<file path="src/sipq_pkg.sv">
// ----------------------------------------------------------------------------
// sipq_pkg: shared types and constants
// Status codes, operation codes and default depth for the sorted queue.
// ----------------------------------------------------------------------------
`default_nettype none

package sipq_pkg;

  // default number of entries
  localparam int unsigned DEPTH_DEF = 16;

  // field widths
  localparam int unsigned VALUE_W  = 32;
  localparam int unsigned STATUS_W = 2;

  // operation codes carried on mode
  localparam logic MODE_INSERT = 1'b0;
  localparam logic MODE_REMOVE = 1'b1;

  // result status
  typedef enum logic [STATUS_W-1:0] {
    ST_DONE     = 2'd0,
    ST_OVERFLOW = 2'd1,
    ST_EMPTY    = 2'd2
  } status_e;

  // shift commands broadcast to every cell
  typedef struct packed {
    logic ins;  // insert shift towards the tail
    logic rem;  // remove shift towards the head
  } shift_t;

endpackage

`default_nettype wire

</file>
<file path="src/sipq_cell.sv">
// ----------------------------------------------------------------------------
// sipq_cell: one slot of the sorted row
// Holds one entry, flags whether the new value goes in front of it and
// takes its next value from itself, the new value or a neighbour.
// ----------------------------------------------------------------------------
`default_nettype none

module sipq_cell (
  input  wire logic                              clk_i,
  input  wire sipq_pkg::shift_t                  shift_i,
  input  wire logic                              occupied_i,
  input  wire logic signed [sipq_pkg::VALUE_W-1:0] value_i,
  input  wire logic                              prev_greater_i,
  input  wire logic signed [sipq_pkg::VALUE_W-1:0] prev_entry_i,
  input  wire logic signed [sipq_pkg::VALUE_W-1:0] next_entry_i,
  output logic                                   greater_o,
  output logic signed [sipq_pkg::VALUE_W-1:0]    entry_o
);
  import sipq_pkg::*;

  logic signed [VALUE_W-1:0] entry_q, entry_d;

  // a free slot counts as greater so the first free slot takes the value
  assign greater_o = !occupied_i || (value_i < entry_q);

  // next entry selection
  always_comb begin
    entry_d = entry_q;
    if (shift_i.ins) begin
      if (prev_greater_i) begin
        entry_d = prev_entry_i;
      end else if (greater_o) begin
        entry_d = value_i;
      end
    end else if (shift_i.rem) begin
      entry_d = next_entry_i;
    end
  end

  // entry register, no reset
  always_ff @(posedge clk_i) begin
    entry_q <= entry_d;
  end

  assign entry_o = entry_q;

endmodule

`default_nettype wire

</file>
<file path="src/sorted_insert_priority_queue.sv">
// ----------------------------------------------------------------------------
// sorted_insert_priority_queue: bounded ascending priority queue
// Row of compare-and-shift cells; insert places a value before the first
// strictly greater entry, remove pops the head.
// ----------------------------------------------------------------------------
// result: registered, valid in the cycle after its beat is accepted
// throughput: one item per cycle unless the held result is stalled, set by the
//   compare and shift across the cell row and the one-deep output register
// reset: clears the entry count and the output valid; entry contents are
//   left as they are and only slots below the count are ever read
`default_nettype none

module sorted_insert_priority_queue #(
  parameter int unsigned DEPTH = sipq_pkg::DEPTH_DEF
) (
  input  wire logic                                 clk_i,
  input  wire logic                                 rst_ni,
  input  wire logic                                 in_valid_i,
  output logic                                      in_stall_o,
  input  wire logic                                 mode_i,
  input  wire logic signed [sipq_pkg::VALUE_W-1:0]  value_i,
  output logic                                      out_valid_o,
  input  wire logic                                 out_stall_i,
  output logic signed [sipq_pkg::VALUE_W-1:0]       removed_value_o,
  output logic [sipq_pkg::STATUS_W-1:0]             status_o
);
  import sipq_pkg::*;

  localparam int unsigned CNT_W = $clog2(DEPTH + 1);

  logic [CNT_W-1:0]          count_q, count_d;
  logic                      out_valid_q;
  logic signed [VALUE_W-1:0] removed_q, removed_d;
  status_e                   status_q, status_d;

  logic                      accept;
  logic                      full, empty;
  shift_t                    shift;

  logic                      greater [DEPTH];
  logic signed [VALUE_W-1:0] entry   [DEPTH];

  // handshake: take a beat unless the held result is stalled
  assign in_stall_o = out_valid_q && out_stall_i;
  assign accept     = in_valid_i && !in_stall_o;

  assign full  = (count_q == CNT_W'(DEPTH));
  assign empty = (count_q == '0);

  // operation decode
  always_comb begin
    shift.ins = accept && (mode_i == MODE_INSERT) && !full;
    shift.rem = accept && (mode_i == MODE_REMOVE) && !empty;
    count_d   = count_q;
    removed_d = '0;
    status_d  = ST_DONE;
    if (shift.ins) begin
      count_d = count_q + CNT_W'(1);
    end else if (shift.rem) begin
      count_d   = count_q - CNT_W'(1);
      removed_d = entry[0];
    end else if (mode_i == MODE_INSERT) begin
      status_d = ST_OVERFLOW;
    end else begin
      status_d = ST_EMPTY;
    end
  end

  // cell row
  for (genvar i = 0; i < DEPTH; i++) begin : g_cell
    logic                      prev_greater;
    logic signed [VALUE_W-1:0] prev_entry, next_entry;

    if (i == 0) begin : g_head
      assign prev_greater = 1'b0;
      assign prev_entry   = value_i;
    end else begin : g_body
      assign prev_greater = greater[i-1];
      assign prev_entry   = entry[i-1];
    end

    if (i == DEPTH - 1) begin : g_tail
      assign next_entry = entry[i];
    end else begin : g_inner
      assign next_entry = entry[i+1];
    end

    sipq_cell u_cell (
      .clk_i          (clk_i),
      .shift_i        (shift),
      .occupied_i     (CNT_W'(i) < count_q),
      .value_i        (value_i),
      .prev_greater_i (prev_greater),
      .prev_entry_i   (prev_entry),
      .next_entry_i   (next_entry),
      .greater_o      (greater[i]),
      .entry_o        (entry[i])
    );
  end

  // control registers
  always_ff @(posedge clk_i or negedge rst_ni) begin
    if (!rst_ni) begin
      count_q     <= '0;
      out_valid_q <= 1'b0;
    end else begin
      count_q <= count_d;
      if (accept) begin
        out_valid_q <= 1'b1;
      end else if (!out_stall_i) begin
        out_valid_q <= 1'b0;
      end
    end
  end

  // result beat payload
  always_ff @(posedge clk_i) begin
    if (accept) begin
      removed_q <= removed_d;
      status_q  <= status_d;
    end
  end

  assign out_valid_o     = out_valid_q;
  assign removed_value_o = removed_q;
  assign status_o        = status_q;

  // checks
  a_count_bound: assert property (@(posedge clk_i) disable iff (!rst_ni)
    count_q <= CNT_W'(DEPTH))
    else $error("entry count above depth");

  a_ins_count: assert property (@(posedge clk_i) disable iff (!rst_ni)
    shift.ins |=> count_q == $past(count_q) + CNT_W'(1))
    else $error("insert did not grow the count");

  a_rem_head: assert property (@(posedge clk_i) disable iff (!rst_ni)
    shift.rem |=> (removed_q == $past(entry[0])) && (status_q == ST_DONE))
    else $error("remove did not return the head entry");

  a_empty_zero: assert property (@(posedge clk_i) disable iff (!rst_ni)
    (accept && (mode_i == MODE_REMOVE) && empty)
      |=> (status_q == ST_EMPTY) && (removed_q == '0) && (count_q == '0))
    else $error("remove from empty queue mishandled");

endmodule

`default_nettype wire
</file>
<file path="config.mk">
export PLATFORM = sky130hd
export DESIGN_NAME = sorted_insert_priority_queue
export DESIGN_NICKNAME = d
export VERILOG_FILES = /design/src/sipq_pkg.sv /design/src/sipq_cell.sv /design/src/sorted_insert_priority_queue.sv
export SDC_FILE = /design/constraint.sdc
export NUM_CORES = 2
export LEC_CHECK = 0
export ABC_AREA = 1
export BUFFER_PORTS_ARGS = -buffer_cell sky130_fd_sc_hd__buf_4
export CAP_MARGIN = 0
export CORE_MARGIN = 10
export CORE_UTILIZATION = 30
export CTS_CLUSTER_SIZE = 16
export DETAILED_ROUTE_END_ITERATION = 16
export PLACE_DENSITY_LB_ADDON = 0.1
export SYNTH_ARGS = -nofsm -noshare
export SYNTH_HDL_FRONTEND = slang
export SYNTH_HIERARCHICAL = 1
export SYNTH_SLANG_ARGS = --single-unit
</file>
<file path="constraint.sdc">
create_clock -name clk_i -period 4.3 [get_ports clk_i]
set_input_delay 0.86 -clock clk_i [delete_from_list [all_inputs] [get_ports clk_i]]
set_output_delay 0.86 -clock clk_i [all_outputs]
set_load 0.1 [all_outputs]
</file>
# After elaboration in Yosys (flattened, before gate mapping)
# Index checks and enable logic that the tools add are counted.
word_totals:
  register_bits: 552
  out_inout_bits: 36
  elab_cells: 201
op_classes:
  n_addsub: 2
  magnitude_cmp: 32
  n_eq_ne: 17
  n_mux: 66
  n_bitwise: 2
  n_reduce_logical: 62
ops:
  columns: ["op", "n"]
  rows:
  - ["32-bit two-way mux", 61]
  - ["32-bit less-than comparator", 16]
  - ["4-bit by 5-bit less-than comparator with 1-bit output (first input constant)", 8]
  - ["3-bit by 1-bit inequality test with 1-bit output (second input constant)", 11]
  - ["2-bit AND reduction", 16]
  - ["3-bit by 5-bit less-than comparator with 1-bit output (first input constant)", 4]
  - ["1-bit zero test", 19]
  - ["1-bit logical OR", 16]
  - ["1-bit by 5-bit less-than comparator with 1-bit output (first input constant)", 2]
  - ["2-bit by 5-bit less-than comparator with 1-bit output (first input constant)", 2]
  - ["5-bit two-way mux", 2]
  - ["3-bit by 2-bit inequality test with 1-bit output (second input constant)", 3]
  - ["1-bit logical AND", 6]
  - ["5-bit by 1-bit adder with 5-bit output (second input constant)", 1]
  - ["5-bit equality test (second input constant)", 1]
  - ["5-bit zero test", 1]
  - ["5-bit by 1-bit subtractor with 5-bit output (second input constant)", 1]
  - ["2-bit nonzero test", 2]
  - ["2-bit OR reduction", 2]
  - ["1-bit two-way mux", 2]
  - ["2-bit two-way mux", 1]
  - ["2-bit by 1-bit inequality test with 1-bit output (second input constant)", 1]
  - ["2-bit inequality test (second input constant)", 1]
  - ["1-bit NOT", 2]

# Depth between registers and ports, before layout
depth:
  word_depth: 7
  ltp_mapped: 18
  mapped_depth_nobuf: 18

# Modules after synthesis
# The synthesis kept the hierarchy.
by_module_without_submodules:
  columns: ["mod", "instances", "cells_per_inst", "area_each_um2", "seq_area_each_um2"]
  rows:
  - ["sipq_cell", 16, 317, 2449.8, 960.9]
  - ["sorted_insert_priority_queue", 1, 212, 1974.4, 1171.1]

# Worst setup path after synthesis
# OpenSTA, ideal clock, no wires.
synth_timing:
  kind: "register to register"
  startpoint: "register out_valid_q (netlist: out_valid_o)"
  endpoint: "register g_cell[12].u_cell.entry_q[0], enable pin"
  t_arrival_ps: 3912
  slack_ps: -12
  path_stages_with_launch: 9
  synth_period_minus_slack_ps: 4312
  path_cell_list: "dfrtp_1 > nand2_1 > nand3_1 > nor2_2 > inv_1 > nor2_1 > nand4_1 > nand2_1 > inv_1"
synth_lines:
  columns: ["element", "line_no", "rtl"]
  rows:
  - ["from (decl)", "sorted_insert_priority_queue.sv:32", "logic out_valid_q;"]
  - ["from (signal assigned)", "sorted_insert_priority_queue.sv:105", "out_valid_q <= 1'b0;"]
  - ["from (signal assigned)", "sorted_insert_priority_queue.sv:109", "out_valid_q <= 1'b1;"]
  - ["from (signal assigned)", "sorted_insert_priority_queue.sv:111", "out_valid_q <= 1'b0;"]
  - ["to (signal assigned)", "sipq_cell.sv:42", "entry_q <= entry_d;"]
  - ["to (decl)", "sipq_cell.sv:21", "logic signed [VALUE_W-1:0] entry_q, entry_d;"]

# Worst setup path after layout
layout_timing:
  startpoint: "input port value_i[5] (netlist name)"
  endpoint: "register g_cell[4].u_cell.entry_q[11] (data pin)"
layout_between:
  elab_chain_len: 4
layout_lines:
  columns: ["element", "line_no", "rtl"]
  rows:
  - ["from (decl)", "sorted_insert_priority_queue.sv:21", "input wire logic signed [sipq_pkg::VALUE_W-1:0] value_i,"]
  - ["32-bit less-than comparator", "sipq_cell.sv:24", "assign greater_o = !occupied_i || (value_i < entry_q);"]
  - ["1-bit logical OR", "sipq_cell.sv:24", null]
  - ["named net g_cell[4].prev_greater", "sorted_insert_priority_queue.sv:71", "logic prev_greater;"]
  - ["32-bit two-way mux", "sipq_cell.sv:30", "if (prev_greater_i) begin"]
  - ["32-bit two-way mux", "sipq_cell.sv:29", "if (shift_i.ins) begin"]
  - ["named net g_cell[4].u_cell.entry_d[11]", "sipq_cell.sv:21", null]
  - ["to (signal assigned)", "sipq_cell.sv:42", null]
  - ["to (decl)", "sipq_cell.sv:21", null]
# The timed path passes the listed nets, and every way through them passes these cells.
# A chain may end at the register's enable or synchronous reset.

==> flow_summary.rst <==
.. list-table::
   :header-rows: 1

   * - Metric
     - Value
   * - Post-synthesis cell area
     - 0.0412 sq mm
   * - Post-route DRC violation count
     - 0
   * - Clock Skew
     - 0.0175 ns
   * - FF-to-FF setup slack
     - 1.23 ns
   * - Gp weighted congestion
     - 0.784
   * - Area overhead of the layout relative to synthesis
     - 13.4%
   * - Data required time of the worst path
     - 4.80 ns
   * - Post-cts repair resize count
     - 0
   * - Mean area per synthesized cell
     - 7.79 sq um
   * - Arrival time at the worst endpoint
     - 3.60 ns
   * - Fin. Hold Viols
     - 0
   * - VDD IR-drop max
     - 0.291 mV
   * - CTS sink cnt
     - 552
   * - Via count of the first global-routing pass
     - 35,772
   * - Worst-skew pair later-pin latency
     - 0.66 ns
   * - Post-route design area
     - 0.0467 sq mm
   * - Beginning of the worst hold path
     - g_cell[15].u_cell/entry_o[15]
   * - Register share of total power
     - 0.359
   * - Shortest clock period the worst path allows after layout
     - 3.11 ns
   * - Sw Share
     - 0.416
   * - Most common cell after layout, fill and taps aside
     - sky130_fd_sc_hd__nand2_1
   * - Leak
     - 21.5 nW
   * - Internal portion of total power
     - 13.9 mW
   * - Most used cells in the layout excluding fill and tap cells
     - 1,067 x sky130_fd_sc_hd__nand2_1, 1,028 x sky130_fd_sc_hd__o21ai_0, 714 x sky130_fd_sc_hd__inv_1
   * - Detail-routed via count per cell
     - 4.88
   * - Run status
     - completed
   * - PnR Total Power
     - 23.8 mW
   * - Tightest Hold Check Type
     - register to register
   * - Reg-to-Reg End
     - g_cell[6].u_cell/entry_o[18]
   * - RSZ-0062 raised after global routing
     - false
   * - Final Slew Violations
     - 0
   * - Number of antenna violations at the first check in global routing
     - 0
   * - Total Die Area
     - 0.152 sq mm
   * - Launching element of the worst setup path
     - value_i[5]
   * - Post-placement cell area
     - 0.0444 sq mm
   * - Number of H-tree levels
     - 3
   * - Slew at the pin with the worst max-slew slack
     - 1.19 ns
   * - Maximum buffer depth of the clock tree
     - 3
   * - Kind of start point of the critical path
     - input pin
   * - Final routed wire length divided by cell count
     - 18.6 microns
   * - Total Routing Usage GR
     - 0.173
   * - Antenna diode count
     - 0
   * - Inserted Clock Buffers
     - 73
   * - Power density of the placed cells
     - 511 mW/mm^2
   * - Warnings, synthesis
     - 6
   * - Pre-antenna DRT Iters
     - 5
   * - Type of destination of the critical path
     - register
   * - Share of total power in the clock network
     - 0.261
   * - Final global-route overflow total
     - 0
   * - Endpoint of the worst hold-timing path
     - g_cell[15].u_cell/entry_o[15]
   * - Maximum number of pins on one net before global-route repair
     - 97
   * - Initial Util
     - 0.303
   * - Worst hold path depth
     - 2
   * - CTS tree
     - yes
   * - Die extent in y
     - 390 microns
   * - Switching power summed over all nets
     - 9.91 mW
   * - Total core area
     - 0.136 sq mm
   * - Layout cell share with drive strength beyond 1
     - 0.0857
   * - Total via count after detailed routing
     - 35,208
   * - Highest net fanout along the worst path
     - 32
   * - Final HPWL DP
     - 99,600 microns
   * - Highest clock rate
     - 0.322 GHz
   * - Routed wire length
     - 134,000 microns
   * - Floorplan die width
     - 390 microns
   * - Number of I/O pins
     - 73
   * - Gate Count Post-Synth
     - 5,283
   * - Comb pwr share
     - 0.380
   * - Minimum hold slack
     - 0.589 ns
   * - Port-buffer cells
     - 72
   * - Antenna Nets Post-Route
     - 0
   * - Clock slew at the register clock pins of the worst setup and hold paths
     - 0.06 ns
   * - Setup TNS
     - 0 ns
   * - Max capacitance violation total
     - 0
   * - Number of cell rows
     - 135
   * - Clock Root Buffer
     - sky130_fd_sc_hd__clkbuf_16
   * - Nets@finish
     - 5,919
   * - R2R depth
     - 13
   * - Launch point of the worst reg-to-reg path
     - g_cell[5].u_cell/entry_o[27]
   * - Critical setup path kind
     - input pin to register
   * - Max-slew headroom
     - 0.208
   * - Global-route wire length before repair
     - 212,000 microns
   * - Part of the cycle the worst path needs
     - 0.722
   * - Initial detailed-routing violation count
     - 2,072
   * - Setup-violating endpoint count in the final report
     - 0
==> critical path, stage by stage <==
cell and delay, ns:
sky130_fd_sc_hd__buf_4 0.31, sky130_fd_sc_hd__ha_1 0.32, sky130_fd_sc_hd__a21oi_2 0.14, sky130_fd_sc_hd__nor2_1 0.06, sky130_fd_sc_hd__nor3_2 0.09, sky130_fd_sc_hd__nand2_1 0.11
sky130_fd_sc_hd__nand2_1 0.07, sky130_fd_sc_hd__nand2_1 0.13, sky130_fd_sc_hd__nand2_1 0.12, sky130_fd_sc_hd__nand2_1 0.06, sky130_fd_sc_hd__nand2_1 0.07, sky130_fd_sc_hd__nand3_1 0.08
sky130_fd_sc_hd__inv_1 0.86, sky130_fd_sc_hd__nor2_1 0.06, sky130_fd_sc_hd__o21ai_0 0.21
==> power groups by stage <==
stage	Clock, mW	Combinational [mW]	Sequential [mW]
5_1_grt	6.63	10.5	8.71
2_1_floorplan	0	6.03	8.34
3_3_place_gp	0	8.95	8.73
3_5_place_dp	0	9.12	8.70
4_1_cts	6.42	9.15	8.60
6_report	6.22	9.07	8.56
==> per-layer routing <==
layer,part of all wire,track usage,up-vias
li1,-,-,17785
met3,0.032,0.0173,107
met1,0.49,0.241,16814
met2,0.46,0.286,502
met5,0,0,-
met4,0.015,0.0385,0
==> stage by stage <==
step | instances | worst slack [ns] | util
2_1_floorplan | 5289 | 0.796 | -
3_3_place_gp | 7087 | 0.543 | 0.326
3_5_place_dp | 7087 | 0.497 | 0.326
4_1_cts | 7218 | 1.22 | 0.343
5_1_grt | 7218 | 0.832 | 0.343
6_report | 7218 | 1.19 | 0.343
==> what timing repair did <==
| item | CTS | global route |
|---|---|---|
| endpoints found under the hold margin | 6 | 0 |
| setup buffers | 0 | 0 |
| hold buffers | 1 | 0 |
==> cell type report <==
type	instances	area [sq um]
flip-flops and latches	552	16500
clock inverters	28	263
inverters	732	2750
multi-input cells	3805	21100
clock buffers	102	2060
repair buffers	218	1750
well taps	1781	2230
fillers	14422	89300
==> state kept, by name, summed over array words and instances (netlist names) <==
signal,flops
g_cell.u_cell/entry_o,512
count_q,5
removed_value_o,32
out_valid_o,1
status_o,2
==> how the worst max path moves through the flow <==
stage                                         to  slack, ns  cells past startpoint
floorplan            g_cell[0].u_cell/entry_o[0]       0.80                      6
global placement     g_cell[5].u_cell/entry_o[4]       0.54                     13
detailed placement   g_cell[4].u_cell/entry_o[6]       0.50                     15
CTS                  g_cell[4].u_cell/entry_o[6]       1.22                     15
global route        g_cell[4].u_cell/entry_o[20]       0.83                     15
finish              g_cell[4].u_cell/entry_o[11]       1.19                     15
(Power assumes the default switching activity.)
